## src/rtl/core/cmr_pkg.sv

```systemverilog
package cmr_pkg;

    localparam int unsigned COMPONENT_BITS_DEF = 16;
    localparam int unsigned FRACTION_BITS_DEF  = 8;
    localparam int unsigned OUT_BITS           = 24;
    localparam int unsigned QUEUE_DEPTH        = 4;

    // flags carried with an item from the front end to the back end
    typedef struct packed {
        logic zero_den;
        logic num_zero;
    } t_item_flags;

endpackage

```

## src/rtl/core/cmr_front.sv

```systemverilog
module cmr_front #(
    parameter int unsigned COMPONENT_BITS = cmr_pkg::COMPONENT_BITS_DEF
) (
    input  logic                             i_clk,
    input  logic                             i_rst_n,
    input  logic                             i_valid,
    output logic                             o_stall,
    input  logic signed [COMPONENT_BITS-1:0] i_num_re,
    input  logic signed [COMPONENT_BITS-1:0] i_num_im,
    input  logic signed [COMPONENT_BITS-1:0] i_den_re,
    input  logic signed [COMPONENT_BITS-1:0] i_den_im,
    output logic                             o_valid,
    input  logic                             i_stall,
    output logic [2*COMPONENT_BITS:0]        o_num_pow,
    output logic [2*COMPONENT_BITS:0]        o_den_pow,
    output cmr_pkg::t_item_flags             o_flags
);
    import cmr_pkg::*;

    localparam int unsigned PW = 2 * COMPONENT_BITS + 1;
    localparam int unsigned SQ = 2 * COMPONENT_BITS;

    logic [COMPONENT_BITS-1:0] a_nr, a_ni, a_dr, a_di;
    logic [SQ-1:0]             e_nr, e_ni, e_dr, e_di;
    logic                      adv;
    logic                      r_valid;
    logic [PW-1:0]             r_num_pow, r_den_pow;

    // magnitudes of the parts; the most negative value keeps its bit pattern
    assign a_nr = i_num_re[COMPONENT_BITS-1] ? -i_num_re : i_num_re;
    assign a_ni = i_num_im[COMPONENT_BITS-1] ? -i_num_im : i_num_im;
    assign a_dr = i_den_re[COMPONENT_BITS-1] ? -i_den_re : i_den_re;
    assign a_di = i_den_im[COMPONENT_BITS-1] ? -i_den_im : i_den_im;

    // widen before squaring so the products keep every bit
    assign e_nr = SQ'(a_nr);
    assign e_ni = SQ'(a_ni);
    assign e_dr = SQ'(a_dr);
    assign e_di = SQ'(a_di);

    assign adv     = !r_valid || !i_stall;
    assign o_stall = !adv;

    // power of numerator and denominator
    always_ff @(posedge i_clk) begin
        if (!i_rst_n) begin
            r_valid <= 1'b0;
        end else if (adv) begin
            r_valid <= i_valid;
        end
        if (adv && i_valid) begin
            r_num_pow <= PW'(e_nr * e_nr) + PW'(e_ni * e_ni);
            r_den_pow <= PW'(e_dr * e_dr) + PW'(e_di * e_di);
        end
    end

    assign o_valid   = r_valid;
    assign o_num_pow = r_num_pow;
    assign o_den_pow = r_den_pow;
    assign o_flags   = '{zero_den: (r_den_pow == '0), num_zero: (r_num_pow == '0)};

    a_stall_holds: assert property (@(posedge i_clk) disable iff (!i_rst_n)
        r_valid && i_stall |=> r_valid && $stable(r_den_pow))
        else $error("front held item changed under stall");
endmodule

```

## config.mk

```make
export PLATFORM = sky130hd
export DESIGN_NAME = cmr_front
export DESIGN_NICKNAME = d
export VERILOG_FILES = /design/src/rtl/core/cmr_pkg.sv /design/src/rtl/core/cmr_front.sv
export SDC_FILE = /design/constraint.sdc
export NUM_CORES = 2
export LEC_CHECK = 0
export ABC_AREA = 1
export ABC_CLOCK_PERIOD_IN_PS = 9100
export BUFFER_PORTS_ARGS = -buffer_cell sky130_fd_sc_hd__buf_4
export CELL_PAD_IN_SITES_DETAIL_PLACEMENT = 1
export CELL_PAD_IN_SITES_GLOBAL_PLACEMENT = 1
export CORE_ASPECT_RATIO = 0.5
export CORE_UTILIZATION = 50
export CTS_CLUSTER_DIAMETER = 50
export DETAILED_ROUTE_END_ITERATION = 7
export PLACE_DENSITY_LB_ADDON = 0.1
export SETUP_SLACK_MARGIN = 0.2
export SYNTH_ARGS = -nofsm -noshare
export SYNTH_HDL_FRONTEND = slang
export SYNTH_SLANG_ARGS = --single-unit
```

## constraint.sdc

```tcl
create_clock -name i_clk -period 9.1 [get_ports i_clk]
set_input_delay 0.91 -clock i_clk [delete_from_list [all_inputs] [get_ports i_clk]]
set_output_delay 0.91 -clock i_clk [all_outputs]
set_load 0.02 [all_outputs]
```

==> results.yml <==
routing:
  ant_nets: 0
  firstDrtPassIters: 5
  vias: 25700
  avgViaCountPerCell: 5.13
  finalWirelength_mm: 102
  drc: 0
  wire_per_inst_microns: 20.4
  drt_iter0_drc: 1078
cts:
  cts_tree: "done"
  cts_buffers: 9
  cts_max_path_buffers: 2
  ctsRootBufferMaster: "clkbuf_16"
  cts_setup_buffers: 0
  insertion_delay_ns: 0.37
  htree_levels: 3
  clk_pin_slew_ns: 0.07
  holdBufCountCts: 0
  cts_resized: 0
  clock-sinks: 67
sta:
  relSlewSlack_pct: 30.3
  min_period_ns: 8.54
  rsz0062_at_grt: "no"
  finalClockSkew_ns: 0.0105
  setup_violations: 0
  fin_crit_sh_pct: 93.9
  fmax_mhz: 117
  worst_slew_pin_slew_ns: 1.05
  setup_tns_ns: 0
  hold_violations: 0
  slew_violations: 0
final_layout:
  drive_gt1_share_pct: 8.33
  register_area_sq_mm: 0.00200
  areaGrowthSynthToFinish_pct: 7.94
  fillers: 8093
  fin_area_sq_mm: 0.0366
  fin_nets: 5336
  diodes: 0
  multi_input_area_sq_mm: 0.0271
global_routing:
  grt_pass1_vias: 30000
  use_met1_pct: 40.8
  grt_usage_pct: 31.3
  antenna_found_initial: 1
  grt_max_degree: 67
  grt-busiest-layer: "met2"
  grt_pass1_wl_mm: 165
  gr-total-overflow: 0
  grt_util_met2_pct: 56.8
  met3_usage_pct: 2.25
logic_synthesis:
  netlist_instances: 3927
  synthTopCellsByCount: "inv_1 (1193), fa_1 (767), nand2_1 (592), ha_1 (388), nor2_1 (330)"
  synth_area_leaders: "fa_1 (45%), ha_1 (14%), inv_1 (13%), nand2_1 (6.6%), edfxtp_1 (5.8%)"
  synth-seq-area-share_pct: 5.90
  synth_most_common_cell: "inv_1"
  synth-main-ff-cell: "edfxtp_1"
  syn_area_sq_mm: 0.0339
  yosys_warnings: 0
  yosys.area.top_type_share_pct: 45.3
  yosysUniqueCellTypes: 56
  synth_edf_count: 66
  ys_ff_latch: 67
  async_reset_ff_share_pct: 0
  yosysTopAreaCell: "fa_1"
  avgSynthCellArea_sq_um: 8.63
place:
  dpl.hpwl_mm: 94.1
  post_dp_cell_area_sq_mm: 0.0362
  place.gp.congestion: 0.925
  io_buffers: 137
flow_run:
  max-cap-violations: 0
critical_path:
  critical_path.max_stage_delay_ns: 0.56
  crit_fanout: 10
  r2r_setup_slack_ns: 7.32
  cp_top_family: "adder cells"
  endpoint_kind: "flip-flop"
  path_buf_inv: 11
  crit_path_start_kind: "primary input"
  worstPathRequired_ns: 9.22
  ff2ff_path_depth: 4
  rr_endpoint: "o_den_pow[16]"
  r2r-start: "o_valid"
  path_class: "in2reg"
  cpMaxStageDelayCell: "fa_1"
  cp.arrival_ns: 8.66
  crit_top_cell: "inv_1"
die:
  num_rows: 67
  coreArea_sq_mm: 0.0670
  initial_core_util_pct: 50.6
  die_width_microns: 370
  io_pins: 138
  dieArea_sq_mm: 0.0689
  die_h_microns: 186
outcome:
  status: "finished, final reports clean"
worst_hold_path:
  min_path_cells: 2
  hold_start: "o_valid"
  min_path_type: "reg2reg"
  min_to: "o_valid"
per-layer routing:
| layer | share of wire [%] | wire length, microns |
|---|---|---|
| met5 | 0.0078 | 8 |
| met4 | 2.6 | 2630 |
| met3 | 2.6 | 2610 |
| met2 | 51 | 52200 |
| met1 | 44 | 44700 |
logic make-up after synthesis:
kind of cell	share of synthesized area, %
DFF	5.90
buffers and inverters	14.6
adders and majority gates	59.6
AOI/OAI and AO/OA	2.79
xor gates and xnor gates	1.89
other	0.0222
and+or+nand+nor	15.2
layout make-up:
cell class	instances	share of cell area (%)
flip-flops and latches	67	5.47
repair buffers	177	3.63
multi-input cells	2615	74.2
well taps	897	3.07
inverters	1243	12.8
clock inverters	6	0.243
clock buffers	10	0.653
how the worst max path moves through the flow:
stage,from,to,cells after the start
after floorplan,i_den_im[0],o_den_pow[32],33
after global placement,i_den_re[0],o_den_pow[24],29
after detailed placement,i_den_re[0],o_den_pow[24],29
after CTS,i_den_re[0],o_den_pow[24],29
after global routing,i_den_re[0],o_den_pow[32],32
final,i_den_im[0],o_den_pow[23],33
cells in the final DEF (no fill, tap or decap), types with 6 or more instances in the layout:
cell / count
o21ai_0: 44
inv_1: 1193
inv_2: 48
xor2_1: 57
or2_2: 6
edfxtp_1: 66
clkbuf_16: 9
nand2_2: 29
nand3_1: 107
nand4_1: 20
nor4_1: 18
nor2_4: 16
a21boi_0: 6
nor2_2: 15
xnor2_1: 8
a21oi_1: 60
nor2_1: 327
o21bai_1: 15
fa_1: 767
a21o_1: 9
nand2_1: 591
buf_4: 177
nand3b_1: 6
or2_1: 6
nor3_1: 23
ha_1: 388
conb_1: 47
worst min-delay path, stage by stage, from the launching register on:
cell and delay, ns:
dfxtp_1 0.31, nand2_1 0.07, a21boi_0 0.07
through the flow:
step	hold slack [ns]	util, %	setup WS (ns)	instances
after global placement	0.483	54.1	0.241	4999
after floorplan	0.561	-	1.10	3972
after detailed placement	0.501	54.1	0.110	4999
after CTS	0.510	54.6	0.469	5015
after global routing	0.532	54.6	0.234	5015
final	0.507	54.6	0.559	5015
state kept, by name (all words and copies together), names as in the netlist:
register,count
o_den_pow,33
o_num_pow,33
o_valid,1
Power is left out: the tool's default activity adds up to more than one toggle a clock period on the data nets, which glitch-free logic cannot reach.
