`config.mk`:
```
export PLATFORM = sky130hd
export DESIGN_NAME = cmr_queue
export DESIGN_NICKNAME = d
export VERILOG_FILES = /design/src/rtl/core/cmr_pkg.sv /design/src/rtl/core/cmr_queue.sv
export SDC_FILE = /design/constraint.sdc
export NUM_CORES = 1
export LEC_CHECK = 0
export ABC_AREA = 1
export BUFFER_PORTS_ARGS = -buffer_cell sky130_fd_sc_hd__buf_2
export CORE_MARGIN = 2
export CORE_UTILIZATION = 24
export CTS_BUF_LIST = sky130_fd_sc_hd__clkbuf_2 sky130_fd_sc_hd__clkbuf_4 sky130_fd_sc_hd__clkbuf_8
export CTS_CLUSTER_DIAMETER = 60
export DETAILED_ROUTE_END_ITERATION = 10
export GPL_TIMING_DRIVEN = 0
export PLACE_DENSITY = 0.41
export SETUP_SLACK_MARGIN = 0.15
export SLEW_MARGIN = 15
export SYNTH_ARGS = -nofsm -noshare
export SYNTH_HDL_FRONTEND = slang
export SYNTH_SLANG_ARGS = --single-unit
```
`constraint.sdc`:
```
create_clock -name i_clk -period 2 [get_ports i_clk]
set_clock_uncertainty 0.15 [all_clocks]
set_input_delay 0.2 -clock i_clk [delete_from_list [all_inputs] [get_ports i_clk]]
set_output_delay 0.2 -clock i_clk [all_outputs]
set_load 0.005 [all_outputs]
```
`src/rtl/core/cmr_pkg.sv`:
```
package cmr_pkg;

    localparam int unsigned COMPONENT_BITS_DEF = 16;
    localparam int unsigned FRACTION_BITS_DEF  = 8;
    localparam int unsigned OUT_BITS           = 24;
    localparam int unsigned QUEUE_DEPTH        = 4;

    // flags carried with an item from the front end to the back end
    typedef struct packed {
        logic zero_den;
        logic num_zero;
    } t_item_flags;

endpackage

```
`src/rtl/core/cmr_queue.sv`:
```
module cmr_queue #(
    parameter int unsigned WIDTH = 8,
    parameter int unsigned DEPTH = cmr_pkg::QUEUE_DEPTH
) (
    input  logic             i_clk,
    input  logic             i_rst_n,
    input  logic             i_valid,
    output logic             o_stall,
    input  logic [WIDTH-1:0] i_data,
    output logic             o_valid,
    input  logic             i_stall,
    output logic [WIDTH-1:0] o_data
);
    import cmr_pkg::*;

    localparam int unsigned AW = (DEPTH > 1) ? $clog2(DEPTH) : 1;

    logic [WIDTH-1:0] r_mem [DEPTH];
    logic [AW-1:0]    r_wp, r_rp;
    logic [AW:0]      r_cnt;
    logic             wr, rd;

    assign o_stall = (r_cnt == (AW+1)'(DEPTH));
    assign o_valid = (r_cnt != '0);
    assign wr      = i_valid && !o_stall;
    assign rd      = o_valid && !i_stall;
    assign o_data  = r_mem[r_rp];

    // storage and pointers
    always_ff @(posedge i_clk) begin
        if (!i_rst_n) begin
            r_wp  <= '0;
            r_rp  <= '0;
            r_cnt <= '0;
        end else begin
            if (wr) r_wp <= (r_wp == AW'(DEPTH-1)) ? '0 : r_wp + 1'b1;
            if (rd) r_rp <= (r_rp == AW'(DEPTH-1)) ? '0 : r_rp + 1'b1;
            r_cnt <= r_cnt + (AW+1)'(wr) - (AW+1)'(rd);
        end
        if (wr) r_mem[r_wp] <= i_data;
    end

    a_no_over: assert property (@(posedge i_clk) disable iff (!i_rst_n)
        r_cnt <= (AW+1)'(DEPTH))
        else $error("queue count past depth");
endmodule

```
==> results of run 1 <==
final cells by class:
cell class	instances	area, um^2
clock inverters	1	3.75
repair buffers	37	245
flip-flops and latches	41	1150
fillers	680	4590
multi-input cells	82	519
inverters	15	62.6
plain buffers	2	22.5
well taps	96	120
clock buffers	6	76.3
registers in the layout (all words and copies together) (netlist names), named ones only:
signal  cells
r_mem      32
r_cnt       3
r_rp        2
r_wp        2
cell families after synthesis:
family                     count (synthesis)  synth area share, %
and+or+nand+nor                           47                 11.8
DFF                                       41                 67.5
AOI/OAI and AO/OA                         26                 9.17
buffers and inverters                     17                 4.66
adders and majority gates                  8                 6.36
xor gates and xnor gates                   1                0.518
synth_stat cells:
master and number:
o21ai_1 1, o21ai_0 12, nand2_2 1, o21ai_2 3, o22ai_1 8, nand2_4 1
nand2_1 9, nor2_2 1, buf_6 2, nand3_1 1, a21oi_1 1, edfxtp_1 32
inv_2 1, fa_1 1, a21oi_2 1, or2_2 1, ha_1 7, xor2_1 1
dfxtp_1 9, inv_1 14, nor2_1 31, nand3b_1 2
per-layer routing:
metal,routed length (um),global-route usage [%]
met5,0,0
met4,0,1.26
met3,186,4.05
met2,1670,16.1
met1,1620,12.3
through the flow:
stage	instance area, um^2	utilization (%)	cells	setup slack, ns
finish	2200	32.4	280	0.0950
global route	2200	32.4	280	0.0242
CTS	2130	31.3	276	0.0504
detailed placement	1920	28.3	257	0.0445
global placement	1920	28.3	257	0.0886
floorplan	1700	-	140	0.157
repair_timing:
action	CTS	global route
resized for setup	6	14
hold buffers	8	0
buffers inserted	4	4
endpoints found under the hold margin	32	0
setup endpoints to repair	31	34
pin swaps	3	8
how the worst max path moves through the flow:
| stage | from | endpoint | slack [ns] | depth (start not counted) |
|---|---|---|---|---|
| after floorplan | r_cnt[0]$_SDFF_PN0_ | r_cnt[2]$_SDFF_PN0_ | 0.16 | 10 |
| after global placement | r_cnt[1]$_SDFF_PN0_ | r_cnt[2]$_SDFF_PN0_ | 0.09 | 10 |
| after detailed placement | r_cnt[0]$_SDFF_PN0_ | r_cnt[2]$_SDFF_PN0_ | 0.04 | 10 |
| after CTS | r_cnt[0]$_SDFF_PN0_ | r_mem[3][3]$_DFFE_PP_ | 0.05 | 5 |
| after global routing | r_cnt[0]$_SDFF_PN0_ | r_cnt[2]$_SDFF_PN0_ | 0.02 | 10 |
| final | r_cnt[1]$_SDFF_PN0_ | r_cnt[1]$_SDFF_PN0_ | 0.1 | 8 |
tightest hold or removal path, cell delays in order:
cell and delay [ns]:
buf_2 0.14, inv_1 0.06, nor2_1 0.03
where the power goes:
part           leakage [nW]  switching, mW  internal, mW
Combinational         0.442          0.495         0.418
Sequential            0.370          0.107          1.07
Clock                0.0421          0.257         0.249
==> impl_summary.txt, run 1 <==
----------------------------------------------------
[Status]
  Run status ... completed

[Logic synthesis]
  Total nets after synthesis ... 160
  Top area cells in the synthesized netlist ... edfxtp_1, dfxtp_1, nor2_1
  Cell count after synthesis ... 140
  Share of the synthesized area in the top cell type ... 56.8%
  Total number of yosys warnings ... 0
  Average cell area after synthesis ... 12.1 um^2
  Number of flip-flops and latches in the synthesized netlist ... 41
  Sequential area share after synthesis ... 67.5%
  Post-synthesis instance area ... 1690 um^2
  Leading area contributor after synthesis ... edfxtp_1
  Cell variety after synth ... 22

[Critical path]
  Library cell contributing the largest single delay on the critical path ... fa_2
  Most prevalent standard cell on the critical path ... ha_4
  Worst-path maximum fanout ... 3
  CP Cell Sequence ... nor2_4, a21oi_2, ha_4, inv_4, ha_4, inv_2, fa_2, nor2_1
  Maximum cell stage delay along the critical path ... 0.55 ns
  Worst reg2reg endpoint ... r_cnt[1]$_SDFF_PN0_
  Arrival time worst endpoint ... 1.94 ns
  Startpoint of the most critical register-to-register path ... r_cnt[1]$_SDFF_PN0_
  Reg-to-reg slack, setup ... 0.1 ns
  Worst-case reg-to-reg path depth ... 8
  Type of the worst setup path ... register to register
  Type of destination of the critical path ... register
  Type of origin of the critical path ... register
  Data required time at the worst endpoint ... 2.04 ns
  Top cell family by delay on the critical path ... adder cells
  Combined buffer and inverter count along the critical path ... 2

[STA]
  Aggregate negative setup slack ... 0 ns
  Final hold slack ... 0.0292 ns
  Peak clock frequency supported by timing ... 525 MHz
  Final critical-path share of the clock period ... 95.2%
  Number of failing hold endpoints at the final stage ... 0
  Transition time at the pin with the least slew margin ... 0.543 ns
  Final setup viols ... 0
  Headroom to the max-slew limit ... 63.8%
  Setup repair after global routing missed its margin ... true
  Pins Over Slew Limit ... 0
  Post-layout minimum cycle time ... 1.90 ns

[Floorplan]
  Number of cell rows ... 30
  Boundary pin count ... 22
  Die Y ... 88.0 um
  Placeable core area ... 6790 um^2
  Overall die width ... 88.0 um
  Starting density of the core ... 24.9%
  Die ar. ... 7740 um^2

[Hold path]
  Worst Hold Endpoint ... r_cnt[1]$_SDFF_PN0_
  Worst min-delay path category ... input pin to register
  Worst hold path cell count ... 3
  Hold Path Origin ... i_rst_n

[Detailed routing]
  Wire length per cell ... 12.4 um
  Routed vias ... 1127
  Routed via count divided by cell count ... 4.03
  Total wirelength of the detailed-routed design ... 3470 um
  Detailed-router iteration count before antenna repair ... 4
  Count of nets left with antenna violations after detail routing ... 0
  1st-iter DRT viols ... 69
  DRC violation count after routing ... 0

[Clocking]
  Clock tree from TritonCTS ... built
  Max clock buf depth ... 2
  Later-pin clock latency in the skew report ... 0.29 ns
  Clk Tree Root Cell ... clkbuf_8
  H-Tree Depth ... 2
  Clock sink count ... 41
  Post-CTS clock slew at the launch and capture registers of the worst setup and hold paths ... 0.07 ns
  Number of buffers created by CTS ... 5

[Cells and area]
  Number of antenna diodes ... 0
  Most frequent cells in the layout ... edfxtp_1, nor2_1, buf_2, o21ai_0, inv_1
  Leading cell type in the layout, fill and taps excluded ... edfxtp_1
  Fraction of final layout cells sized beyond drive strength 1 ... 33.7%
  Area growth syn-to-layout ... 30.2%
  Number of nets at the end of the flow ... 204

[Power and ir drop]
  Leakage power summed over all cells ... 0.854 nW
  Pwr dens ... 1180 nW/um^2
  Largest vdd supply drop ... 0.517 mV
  Sum of internal, switching and leakage power ... 2.60 mW

[Run]
  Number of maximum-capacitance constraint violations ... 0

[Global routing]
  Final global-route overflow total ... 0
  Wire length of the first global-routing pass ... 5610 um
  Largest net degree at the start of global routing ... 12
  Vias in the first global route ... 1153
  GRT Overall Usage ... 9.73%
  Initial antenna violation count ... 0

[Placed design]
  Number of input and output port buffers inserted ... 21
  Detail Placement HPWL ... 2240 um
  Placer congestion estimate ... 0.677

----------------------------------------------------
Note: power is estimated with default switching activity, not from simulation.
==> inputs of run 2 (changes only) <==
Settings changed: ABC_AREA 1 to unset.
==> impl_summary.txt, run 2 <==
----------------------------------------------------
[Cells and area]
  Largest Register ... r_mem
  Storage cell area ... 1150 um^2 (-0.11%)
  Fraction of final layout cells sized beyond drive strength 1 ... 45.5% (+12 points)
  Area of the multi-input gates ... 510 um^2 (-1.7%)
  Top flop regs ... r_mem: 32 flops, r_cnt: 3 flops
  Flip-flop count of the largest register after layout ... 32 (unchanged)
  Number of antenna diodes ... 0 (unchanged)
  Leading cell type in the layout, fill and taps excluded ... edfxtp_1
  Filler-free cell count of the finished design ... 214 (-24%)
  Area growth syn-to-layout ... 28.5%
  Utilization after layout ... 31.5% (-0.90 points)
  Number of filler instances in the final layout ... 648 (-4.7%)
  Finished Cell Area ... 2120 um^2 (-3.9%)
  Number of nets at the end of the flow ... 154 (-25%)
  Most frequent cells in the layout ... edfxtp_1, buf_2, mux4_2, nand2_1, dlygate4sd3_1

[Logic synthesis]
  Total nets after synthesis ... 113 (-29%)
  Share of the synthesized area in the top cell type ... 58.3% (+1.5 points)
  Main combinational cell family by area after synthesis ... multiplexers
  Share of synthesized area spent on multiplexers ... 13.4% (+13 points)
  Number of flip-flops and latches in the synthesized netlist ... 41 (unchanged)
  Cell variety after synth ... 18 (-18%)
  Average cell area after synthesis ... 17.7 um^2 (+47%)
  Share of flip-flops with an asynchronous set or reset ... 0% (unchanged)
  Library cell with the highest instance count after synthesis ... edfxtp_1
  Top area cells in the synthesized netlist ... edfxtp_1, dfxtp_1, mux4_2
  Cell count after synthesis ... 93 (-34%)
  Most instantiated flip-flop cell in the synthesis netlist ... edfxtp_1
  Total number of yosys warnings ... 0 (unchanged)
  Parity-gate share of the synthesized area counting xor and xnor cells ... 1.06% (+0.55 points)
  Leading post-synthesis cells by instance count ... edfxtp_1, dfxtp_1, mux4_2, nand2_1, ha_1
  Post-synthesis share of cell area spent on and, or, nand and nor gates ... 7.59% (-4.2 points)
  Sequential area share after synthesis ... 69.2% (+1.8 points)
  Leading area contributor after synthesis ... edfxtp_1
  Adder-cell share of the synthesized area ... 6.53% (+0.17 points)
  Post-synth EDFFs ... 32 (unchanged)
  Post-synthesis instance area ... 1650 um^2 (-2.6%)
  Synth Area in Compound Gates ... 0% (-9.2 points)

[Critical path]
  Arrival time worst endpoint ... 2.33 ns (+0.39 ns)
  Type of the worst setup path ... register to register
  Worst reg2reg endpoint ... r_cnt[2]$_SDFF_PN0_
  Startpoint of the most critical register-to-register path ... r_cnt[0]$_SDFF_PN0_
  Reg-to-reg slack, setup ... -0.31 ns (-0.40 ns)
  Worst setup path endpoint ... r_cnt[2]$_SDFF_PN0_
  Start point of the critical path ... r_cnt[0]$_SDFF_PN0_
  Worst-case reg-to-reg path depth ... 10 (+2)
  Type of destination of the critical path ... register
  Type of origin of the critical path ... register
  Data required time at the worst endpoint ... 2.02 ns (-0.02 ns)
  Worst-path maximum fanout ... 3 (unchanged)

[STA]
  Peak clock frequency supported by timing ... 433 MHz (-17%)
  Transition time at the pin with the least slew margin ... 0.443 ns (-0.0999 ns)
  Pins Over Slew Limit ... 0 (unchanged)
  Setup repair after global routing missed its margin ... true
  Final critical-path share of the clock period ... 115% (+20 points)
  Post-layout minimum cycle time ... 2.31 ns (+0.402 ns)
  Headroom to the max-slew limit ... 70.4% (+6.7 points)
  Number of failing hold endpoints at the final stage ... 0 (unchanged)
  Post-layout worst setup margin ... -0.307 ns (-0.402 ns)
  Final setup viols ... 2 (+2)

[Clocking]
  Clock sink count ... 41 (unchanged)
  Clock tree from TritonCTS ... built
  Clk Tree Root Cell ... clkbuf_8
  Number of buffers created by CTS ... 5 (unchanged)
  Later-pin clock latency in the skew report ... 0.28 ns (about the same)
  Max clock buf depth ... 2 (unchanged)
  Post-CTS clock slew at the launch and capture registers of the worst setup and hold paths ... 0.07 ns (about the same)
  H-Tree Depth ... 2 (unchanged)

[Floorplan]
  Starting density of the core ... 24.5% (-0.37 points)
  Boundary pin count ... 22 (unchanged)
  Number of cell rows ... 30 (unchanged)
  Die ar. ... 7540 um^2 (-2.5%)
  Placeable core area ... 6720 um^2 (-1.1%)
  Overall die width ... 86.9 um (-1.2%)
  Die Y ... 86.9 um (-1.2%)

[Detailed routing]
  Count of nets left with antenna violations after detail routing ... 0 (unchanged)
  Routed vias ... 860 (-24%)
  Total wirelength of the detailed-routed design ... 2800 um (-19%)
  Wire length per cell ... 13.1 um (+5.6%)
  Detailed-router iteration count before antenna repair ... 4 (unchanged)
  DRC violation count after routing ... 0 (unchanged)
  Routed via count divided by cell count ... 4.02 (-0.16%)
  1st-iter DRT viols ... 21 (-70%)

[Global routing]
  Wire length of the first global-routing pass ... 4480 um (-20%)
  Met3 GRT Util ... 2.94% (-1.1 points)
  Met1 Resource Use GR ... 8.62% (-3.7 points)
  Global-route layer with the greatest usage ... met2
  Initial antenna violation count ... 0 (unchanged)
  Final global-route overflow total ... 0 (unchanged)
  GRT Overall Usage ... 8.21% (-1.5 points)
  Met2 usage ... 15.0% (-1.1 points)
  Largest net degree at the start of global routing ... 13 (+1)
  Vias in the first global route ... 939 (-19%)

[Power and ir drop]
  Largest vdd supply drop ... 0.409 mV (-21%)
  Pwr dens ... 1140 nW/um^2 (-3.5%)
  Leakage power summed over all cells ... 0.769 nW (-10%)

[Hold path]
  Worst min-delay path category ... input pin to register
  Worst hold path cell count ... 3 (unchanged)

[Status]
  Violations in the final reports ... negative setup slack
  Run status ... finished with violations

[Placed design]
  Instance count after placement with tap cells included ... 194 (-25%)
  Placement Setup Slack ... -0.388 ns (-0.433 ns)
  Detail Placement HPWL ... 1890 um (-16%)
  Placer congestion estimate ... 0.610 (-9.9%)
  Area post-placement ... 1860 um^2 (-3.4%)
  Number of input and output port buffers inserted ... 21 (unchanged)

[Run]
  Number of maximum-capacitance constraint violations ... 0 (unchanged)

----------------------------------------------------
## run 2: final cells by class
cell class | count | area share [%]
Clock inverter | 2 | 0.532
Clock buffer | 5 | 3.25
Timing Repair Buffer | 34 | 10.5
Sequential cell | 41 | 54.4
Multi-Input combinational cell | 43 | 24.1
Tap cell | 80 | 4.73
Inverter | 5 | 1.00
Buffer | 4 | 1.48
## run 2: how the worst min path moves through the flow
stage | endpoint | start | slack (ns)
3_5_place_dp | r_mem[0][4]$_DFFE_PP_ | i_data[4] | 0.27
2_1_floorplan | r_mem[0][0]$_DFFE_PP_ | i_data[0] | 0.15
4_1_cts | r_wp[1]$_SDFFE_PN0P_ | i_rst_n | 0.02
6_report | r_wp[1]$_SDFFE_PN0P_ | i_rst_n | 0.03
5_1_grt | r_wp[1]$_SDFFE_PN0P_ | i_rst_n | 0.06
3_3_place_gp | r_mem[2][4]$_DFFE_PP_ | i_data[4] | 0.26
## run 2: worst max-delay path: stages, from the launching register on
cell,delay [ns]
dfxtp_4,0.35
or3_4,0.38
nor2b_4,0.14
ha_4,0.21
inv_4,0.05
ha_4,0.11
inv_2,0.03
fa_2,0.35
xnor2_2,0.15
xnor2_1,0.12
and2_1,0.14
## run 2: logic make-up (layout without fill, tap and decap cells)
family | after synthesis | after routing
xor gates and xnor gates | 2 | 2
adders and majority gates | 8 | 8
buffers and inverters | 9 | 50
DFF | 41 | 41
muxes | 12 | 12
and+or+nand+nor | 21 | 21
## run 2: routing by layer
metal / wire length [um] / vias up
met2: 1460 / 19
met3: 118 / 5
li1: - / 418
met5: 0 / -
met4: 34 / 0
met1: 1190 / 418
## run 2: timing repair
item | CTS | global route
buffers inserted | 4 | 1
cloned | 0 | 0
hold buffers | 8 | 0
resized for setup | 15 | 7
hold endpoints to repair | 32 | 0
pin swaps | 3 | 2
setup endpoints to repair | 10 | 4
## run 2: where the power goes
part	total [mW]	internal (mW)	switching, mW
combinational	0.798	0.464	0.333
sequential	1.13	1.06	0.0631
clock	0.487	0.234	0.253
## run 2: metrics by stage
| stage | power (mW) | setup TNS, ns | hold WS [ns] |
|---|---|---|---|
| after floorplan | 1.56 | -0.450 | 0.149 |
| after global placement | 1.75 | -0.544 | 0.264 |
| after detailed placement | 1.78 | -0.574 | 0.268 |
| after CTS | 2.42 | -0.494 | 0.0250 |
| after global routing | 2.59 | -0.553 | 0.0580 |
| final | 2.41 | -0.405 | 0.0322 |
